### config.mk
export PLATFORM = sky130hd
export DESIGN_NAME = cave_automaton_smoothing_pass_top
export DESIGN_NICKNAME = d
export VERILOG_FILES = /design/src/sv/cave_pkg.sv /design/src/sv/cave_line_store.sv /design/src/sv/cave_window_cell.sv /design/src/sv/cave_rule.sv /design/src/sv/cave_automaton_smoothing_pass_top.sv
export SDC_FILE = /design/constraint.sdc
export NUM_CORES = 2
export LEC_CHECK = 0
export BUFFER_PORTS_ARGS = -buffer_cell sky130_fd_sc_hd__buf_4
export CORE_MARGIN = 3
export CORE_UTILIZATION = 40
export DETAILED_ROUTE_END_ITERATION = 8
export PLACE_DENSITY_LB_ADDON = 0.08
export SLEW_MARGIN = 30
export SYNTH_ARGS = -nofsm -noshare
export SYNTH_HDL_FRONTEND = slang
export SYNTH_SLANG_ARGS = --single-unit
### constraint.sdc
create_clock -name clk -period 40.3 [get_ports clk]
set_input_delay 2.015 -clock clk [delete_from_list [all_inputs] [get_ports clk]]
set_output_delay 2.015 -clock clk [all_outputs]
set_load 0.1 [all_outputs]
### src/sv/cave_pkg.sv
// Shared constants and types for the cave smoothing pass.
package cave_pkg;

  localparam int MAX_WIDTH  = 1024;
  localparam int MAX_HEIGHT = 1024;

  // register widths fixed by the register map
  localparam int CFG_W     = 11;
  localparam int THR_W     = 4;
  localparam int CFG_IDX_W = 2;

  localparam int MAX_DIM  = (MAX_WIDTH > MAX_HEIGHT) ? MAX_WIDTH : MAX_HEIGHT;
  localparam int DIM_RAW  = $clog2(MAX_DIM + 1);
  localparam int DIM_W    = (DIM_RAW > CFG_W) ? DIM_RAW : CFG_W;
  localparam int COL_W    = $clog2(MAX_WIDTH);
  // one spare bit so a saturated row count always lies past the last row
  localparam int ROW_W    = DIM_W + 1;
  localparam int CNT_W    = 4;

  localparam int WIN_COLS = 3;
  localparam int WIN_ROWS = 3;

  typedef enum logic [CFG_IDX_W-1:0] {
    REG_GRID_WIDTH  = 2'd0,
    REG_GRID_HEIGHT = 2'd1,
    REG_SURVIVE_MIN = 2'd2,
    REG_BIRTH_MIN   = 2'd3
  } cfg_reg_t;

  // which neighbors of the centre cell lie inside the grid
  typedef struct packed {
    logic lft;
    logic rgt;
    logic up;
    logic dn;
  } cave_bnd_t;

endpackage

### src/sv/cave_line_store.sv
// Two row stores packed side by side in one memory, registered read with write bypass.
module cave_line_store
  import cave_pkg::*;
(
  input  logic             clk,
  input  logic             wr_en,
  input  logic [COL_W-1:0] wr_addr,
  input  logic [1:0]       wr_data,
  input  logic [COL_W-1:0] rd_addr,
  output logic [1:0]       rd_data
);

  // bit 0 = upper (oldest) row, bit 1 = lower row
  logic [1:0] mem [MAX_WIDTH];

  always_ff @(posedge clk) begin
    if (wr_en) begin
      mem[wr_addr] <= wr_data;
    end
  end

  // one-cell rows read back the entry written in the same cycle
  always_ff @(posedge clk) begin
    if (wr_en && (wr_addr == rd_addr)) begin
      rd_data <= wr_data;
    end else begin
      rd_data <= mem[rd_addr];
    end
  end

endmodule

### src/sv/cave_window_cell.sv
// One column of the 3x3 window; shifts its column to the next cell on each transaction.
module cave_window_cell
  import cave_pkg::*;
(
  input  logic                clk,
  input  logic                shift_en,
  input  logic                clear,
  input  logic [WIN_ROWS-1:0] col_in,
  output logic [WIN_ROWS-1:0] col_out
);

  logic [WIN_ROWS-1:0] col_bits;

  always_ff @(posedge clk) begin
    if (shift_en) begin
      col_bits <= clear ? '0 : col_in;
    end
  end

  assign col_out = col_bits;

endmodule

### src/sv/cave_rule.sv
// Neighbor count over the window with edge masking, and the survive/birth decision.
module cave_rule
  import cave_pkg::*;
(
  input  logic [WIN_COLS*WIN_ROWS-1:0] win,
  input  cave_bnd_t                    bnd,
  input  logic [THR_W-1:0]             survive_min,
  input  logic [THR_W-1:0]             birth_min,
  output logic                         cell_out
);

  logic [CNT_W-1:0] cnt;

  // column 2 = left, 1 = centre, 0 = right; row bit 0 = up, bit 2 = down
  always_comb begin
    cnt = '0;
    if (bnd.lft) begin
      if (bnd.up) cnt = cnt + CNT_W'(win[6]);
      cnt = cnt + CNT_W'(win[7]);
      if (bnd.dn) cnt = cnt + CNT_W'(win[8]);
    end
    if (bnd.up) cnt = cnt + CNT_W'(win[3]);
    if (bnd.dn) cnt = cnt + CNT_W'(win[5]);
    if (bnd.rgt) begin
      if (bnd.up) cnt = cnt + CNT_W'(win[0]);
      cnt = cnt + CNT_W'(win[1]);
      if (bnd.dn) cnt = cnt + CNT_W'(win[2]);
    end
    if (win[4]) begin
      cell_out = (cnt >= survive_min);
    end else begin
      cell_out = (cnt >= birth_min);
    end
  end

endmodule

### src/sv/cave_automaton_smoothing_pass_top.sv
// Top level of the cave smoothing pass: position tracking, window chain, output stage.
//
// Cells arrive in raster order on the item channel (cell_value, is_pad), one
// transaction per cycle unless stalled; a pad item counts as a dead cell. The
// block holds two rows in a line store and a 3x3 window as a chain of three
// column cells. The result for a cell is formed when the input one row plus
// one cell later is accepted, then passes a rule stage and an output register
// before it appears on the result channel. After the grid, feed grid_width+1
// pad items to flush it; last_cell marks the final cell, after which the next
// item starts a new pass. Throughput is one cell per cycle unless stalled, set
// by the single-port-write line store and the window shift. A stalled result
// holds in the output register while one more result waits in the rule stage;
// only then is item_stall raised. Reset sets the registers to 64x64 with
// thresholds 4/5 and restarts the pass; the line store is not cleared, its
// stale entries only reach window positions outside the grid. Writes to
// grid_width or grid_height restart the pass; configure while idle.
module cave_automaton_smoothing_pass_top
  import cave_pkg::*;
(
  input  logic                 clk,
  input  logic                 rst,
  input  logic                 item_valid,
  output logic                 item_stall,
  input  logic                 cell_value,
  input  logic                 is_pad,
  output logic                 result_valid,
  input  logic                 result_stall,
  output logic                 cell_next,
  output logic                 last_cell,
  input  logic                 cfg_write,
  input  logic [CFG_IDX_W-1:0] cfg_index,
  input  logic [CFG_W-1:0]     cfg_data
);

  logic [CFG_W-1:0] grid_width;
  logic [CFG_W-1:0] grid_height;
  logic [THR_W-1:0] survive_min;
  logic [THR_W-1:0] birth_min;

  logic [COL_W-1:0] col_pos, col_pos_next;
  logic [ROW_W-1:0] row_pos, row_pos_next;
  logic             restart, restart_next;

  logic             s1_valid;
  cave_bnd_t        s1_bnd;

  logic [DIM_W-1:0] eff_w, eff_h, col_inc;
  logic [ROW_W-1:0] rc;
  logic [COL_W-1:0] cc;
  logic             have, last, dim_write, item_accept, out_free, cur, rule_out;
  cave_bnd_t        bnd;
  logic [1:0]       line_rd;
  logic [WIN_ROWS-1:0] col_new;
  logic [WIN_ROWS-1:0] win [WIN_COLS];
  logic [WIN_COLS*WIN_ROWS-1:0] win_flat;

  // configuration registers
  always_ff @(posedge clk) begin
    if (rst) begin
      grid_width  <= CFG_W'(64);
      grid_height <= CFG_W'(64);
      survive_min <= THR_W'(4);
      birth_min   <= THR_W'(5);
    end else if (cfg_write) begin
      unique case (cfg_reg_t'(cfg_index))
        REG_GRID_WIDTH:  grid_width  <= cfg_data;
        REG_GRID_HEIGHT: grid_height <= cfg_data;
        REG_SURVIVE_MIN: survive_min <= cfg_data[THR_W-1:0];
        REG_BIRTH_MIN:   birth_min   <= cfg_data[THR_W-1:0];
        default: ;
      endcase
    end
  end

  assign dim_write = cfg_write && ((cfg_reg_t'(cfg_index) == REG_GRID_WIDTH) ||
                                   (cfg_reg_t'(cfg_index) == REG_GRID_HEIGHT));

  // zero reads as one, oversize as the maximum
  always_comb begin
    if (grid_width == '0) begin
      eff_w = DIM_W'(1);
    end else if (DIM_W'(grid_width) > DIM_W'(MAX_WIDTH)) begin
      eff_w = DIM_W'(MAX_WIDTH);
    end else begin
      eff_w = DIM_W'(grid_width);
    end
    if (grid_height == '0) begin
      eff_h = DIM_W'(1);
    end else if (DIM_W'(grid_height) > DIM_W'(MAX_HEIGHT)) begin
      eff_h = DIM_W'(MAX_HEIGHT);
    end else begin
      eff_h = DIM_W'(grid_height);
    end
  end

  assign out_free    = !result_valid || !result_stall;
  assign item_stall  = s1_valid && !out_free;
  assign item_accept = item_valid && !item_stall;
  assign cur         = cell_value & ~is_pad;

  // which cell, if any, completes its window with this item
  always_comb begin
    if (col_pos != '0) begin
      have = (row_pos >= ROW_W'(1));
      rc   = row_pos - ROW_W'(1);
      cc   = col_pos - COL_W'(1);
    end else begin
      have = (row_pos >= ROW_W'(2));
      rc   = row_pos - ROW_W'(2);
      cc   = COL_W'(eff_w - DIM_W'(1));
    end
    have    = have && (rc < ROW_W'(eff_h));
    bnd.lft = (cc != '0);
    bnd.rgt = ((DIM_W'(cc) + DIM_W'(1)) < eff_w);
    bnd.up  = (rc != '0);
    bnd.dn  = ((rc + ROW_W'(1)) < ROW_W'(eff_h));
    last    = !bnd.rgt && !bnd.dn;
    col_inc = DIM_W'(col_pos) + DIM_W'(1);
  end

  always_comb begin
    col_pos_next = col_pos;
    row_pos_next = row_pos;
    restart_next = restart;
    if (dim_write) begin
      col_pos_next = '0;
      row_pos_next = '0;
      restart_next = 1'b1;
    end else if (item_accept) begin
      restart_next = 1'b0;
      if (have && last) begin
        col_pos_next = '0;
        row_pos_next = '0;
        restart_next = 1'b1;
      end else if (col_inc >= eff_w) begin
        col_pos_next = '0;
        row_pos_next = (row_pos == '1) ? row_pos : row_pos + ROW_W'(1);
      end else begin
        col_pos_next = col_inc[COL_W-1:0];
      end
    end
  end

  always_ff @(posedge clk) begin
    if (rst) begin
      col_pos <= '0;
      row_pos <= '0;
      restart <= 1'b1;
    end else begin
      col_pos <= col_pos_next;
      row_pos <= row_pos_next;
      restart <= restart_next;
    end
  end

  // read side runs one column ahead so the data is ready when the item arrives
  cave_line_store u_line_store (
    .clk     (clk),
    .wr_en   (item_accept),
    .wr_addr (col_pos),
    .wr_data ({cur, line_rd[1]}),
    .rd_addr (col_pos_next),
    .rd_data (line_rd)
  );

  assign col_new = {cur, line_rd};

  for (genvar k = 0; k < WIN_COLS; k++) begin : g_cell
    if (k == 0) begin : g_head
      cave_window_cell u_cell (
        .clk      (clk),
        .shift_en (item_accept),
        .clear    (1'b0),
        .col_in   (col_new),
        .col_out  (win[k])
      );
    end else begin : g_tail
      cave_window_cell u_cell (
        .clk      (clk),
        .shift_en (item_accept),
        .clear    (restart),
        .col_in   (win[k-1]),
        .col_out  (win[k])
      );
    end
    assign win_flat[k*WIN_ROWS +: WIN_ROWS] = win[k];
  end

  always_ff @(posedge clk) begin
    if (rst) begin
      s1_valid <= 1'b0;
    end else if (item_accept) begin
      s1_valid <= have;
    end else if (out_free) begin
      s1_valid <= 1'b0;
    end
  end

  always_ff @(posedge clk) begin
    if (item_accept) begin
      s1_bnd <= bnd;
    end
  end

  cave_rule u_rule (
    .win         (win_flat),
    .bnd         (s1_bnd),
    .survive_min (survive_min),
    .birth_min   (birth_min),
    .cell_out    (rule_out)
  );

  always_ff @(posedge clk) begin
    if (rst) begin
      result_valid <= 1'b0;
    end else if (out_free) begin
      result_valid <= s1_valid;
    end
  end

  always_ff @(posedge clk) begin
    if (out_free && s1_valid) begin
      cell_next <= rule_out;
      last_cell <= !s1_bnd.rgt && !s1_bnd.dn;
    end
  end

  // column pointer stays inside the row in use
  a_col_in_row: assert property (@(posedge clk) disable iff (rst)
    DIM_W'(col_pos) < eff_w)
    else $error("column position past row width");

  // the final cell of the grid sends the position back to the origin
  a_last_restart: assert property (@(posedge clk) disable iff (rst)
    item_accept && have && last && !dim_write |=> (col_pos == '0) && (row_pos == '0) && restart)
    else $error("pass did not restart after final cell");

  // a new result only comes from the rule stage
  a_out_from_s1: assert property (@(posedge clk) disable iff (rst)
    $rose(result_valid) |-> $past(s1_valid))
    else $error("result without a pending window");

endmodule
==> out/results.ini <==
[power]
vdd_drop_max_mv = 0.0477
leakage_nw = 28.8
p_seq_share_pct = 49.8
pwr_density_cell_nw_per_um2 = 50.2
share_comb_of_total_power_pct = 9.6
p_int_mw = 3.87
p_sw_share_pct = 23.0
switching_power_mw = 1.15
power.clock.fraction_pct = 40.7

[grt]
grt_pass1_wl_mm = 346
grtUsageTotal_pct = 20.9
use_met1_pct = 29.1
grt-busiest-layer = met2
grtUsageMet2_pct = 35.0
grt_pass1_vias = 48500
grt-ovfl-total = 0
grt_max_degree = 237
antenna_found_initial = 9
use_met3_pct = 3.04

[cts]
root_buffer = clkbuf_16
clockBufferDepth = 3
cts_setup_buffers = 0
clk_latency_ps = 870
cts_tree = built
cts_htree_levels = 4
cts.sinks = 2128
cts-resized-gates = 0
cts_buffers = 226
clkTransAtPathRegs_ps = 60
cts-hold-fix-buffers = 0

[synthesis]
syn-num-nets = 5131
async_reset_ff_share_pct = 0
synth_edf_count = 2063
synth_cells = 5034
syn_area_per_cell_um2 = 17.7
yosysUniqueCellTypes = 84
syn_area_um2 = 89100
synth_flop_cell = edfxtp_1
ys_warn_count = 0
synth-seq-cells = 2128
ys_seq_area_share_pct = 71.0

[critical_path]
worstPathRequired_ps = 40780
crit_end = u_line_store.mem[189][0]
reg2reg_to = u_line_store.mem[189][0]
r2r_slack_ps = 32030
crit_arrival_ps = 8750
crit_path_start_kind = register
crit_path_end_kind = register
cp_max_fo = 201
r2r_cells = 14
crit_type = reg -> reg

[finish]
area_growth_pct = 12.4
fin_nets = 5096
final_cell_mix = edfxtp_1 (2063), nor2_1 (1091), mux4_2 (672)
drive_above_1_share_pct = 23.4
fin_util_pct = 45.4
nFillCells = 18900
layout_commonest_cell = edfxtp_1

[run]
cap_violations = 0

[place]
gp_congestion = 0.769
placement.io_buffers = 23
hpwl_mm = 127

[die]
io_pins = 24
chipHeight_um = 478
die_w_um = 478
core-area_um2 = 221000
std_cell_rows = 172
dieArea_um2 = 228000
initial_utilization_pct = 40.4

[route]
vias = 45800
drt-pass1-iter-count = 5
drc = 0
final_antenna_net_count = 0
wl_mm = 239
routedWlPerCell_um = 29.3
drt-initial-drc-count = 4192
viasPerCell = 5.63

[timing]
slew_headroom_pct = 31.5
tns_ps = 0
finalMaxSlewViolations = 0
setup_violations = 0
worst_slew_pin_slew_ps = 1020
skew_ps = 40.3
grt_setup_unrepaired = no
hold_viol_final = 0
fin_crit_sh_pct = 20.5
max_freq_mhz = 121
min_period_ps = 8270

[run_status]
status = finished clean

[min_path]
min_from = grid_width[0]
hold_class = reg -> reg

[metal layers]
metal | part of all wire (%) | up-vias
li1 | - | 19700
met1 | 43 | 24600
met2 | 50 | 1224
met3 | 5.4 | 283
met4 | 1.7 | 0
met5 | 0 | -
[Yosys cell counts (all sizes together), types with 6 or more instances]
cell type	count	area, um2
a211oi	9	67.6
nor3	29	176
nand2	189	709
and3	15	93.8
nor2b	19	119
and2	7	43.8
o211ai	13	121
nand3	28	140
a21o	12	90.1
edfxtp	2063	61900
o31ai	7	52.6
nor2	1092	4100
ha	76	951
clkbuf	268	1010
a22oi	17	128
o21a	7	52.6
o21ai	17	85.1
mux4	672	15100
dfxtp	65	1300
mux2i	14	140
nand4	24	150
nor3b	6	50.1
inv	41	154
a31oi	19	149
xor2	22	200
xnor2	31	279
or4	6	48.8
buf	133	593
nand2b	8	50.1
a21oi	46	234
[state kept, by name, summed over array words and instances, names as in the netlist, 6 cells and up, named ones only]
register	cells
col_pos	10
g_cell.g_tail.u_cell.col_out	6
grid_height	11
grid_width	11
row_pos	12
u_line_store.mem	2048
[critical path, cell delays in order, from the launching register on]
cell	delay (ps)
dfxtp_4	640
buf_6	610
buf_12	690
buf_4	740
buf_4	770
mux4_2	610
mux4_2	510
mux4_2	560
a22oi_1	350
a21oi_1	140
a211oi_1	420
a21oi_4	150
buf_4	430
buf_12	370
buf_4	530
[logic make-up (layout without fill, tap and decap cells)]
family	after synthesis	count (layout)	share of synthesized area (%)
flops	2128	2128	71.0
simple gates	1454	1454	6.64
mux	691	691	17.2
buf+inv	444	596	1.98
compound gates	186	186	1.53
fa+ha+maj	77	77	1.09
xor+xnor	54	54	0.563
other cells	0	5	0
[power by group through the flow]
stage	Combinational [mW]	Sequential [mW]	Clock [mW]
after detailed placement	0.489	2.55	0
after global routing	0.524	2.50	2.19
after floorplan	0.351	2.69	0
final	0.480	2.50	2.04
after CTS	0.490	2.50	2.10
after global placement	0.484	2.55	0
[through the flow]
stage / worst slack, ps / hold slack [ps] / cells / power (mW) / cell area (um2)
6_report: 32030 / 471 / 8149 / 5.02 / 100000
5_1_grt: 31410 / 491 / 8145 / 5.21 / 100000
4_1_cts: 31200 / 473 / 8141 / 5.08 / 100000
3_5_place_dp: 31200 / 462 / 7726 / 3.03 / 92800
3_3_place_gp: 31190 / 460 / 7725 / 3.03 / 92600
2_1_floorplan: 5100 / 435 / 5034 / 3.04 / 89100
[worst min path at each step]
stage / endpoint / slack [ps] / cells past startpoint
after floorplan: birth_min[2] / 440 / 1
after global placement: birth_min[0] / 460 / 1
after detailed placement: survive_min[2] / 460 / 1
after CTS: grid_width[0] / 470 / 2
after global routing: survive_min[2] / 490 / 1
final: grid_width[0] / 470 / 2
[final cells by class]
| cell class | count | area [um2] | area share (%) |
|---|---|---|---|
| sequential | 2128 | 63300 | 63.2 |
| multi-input combinational | 2462 | 24500 | 24.5 |
| clock buffer | 274 | 5860 | 5.85 |
| tap | 2958 | 3700 | 3.70 |
| clock inverter | 141 | 1380 | 1.38 |
| timing repair buffer | 138 | 1240 | 1.24 |
| inverter | 43 | 161 | 0.161 |
| antenna | 5 | 12.5 | 0.0125 |
Note: power is estimated with default switching activity, not from simulation.
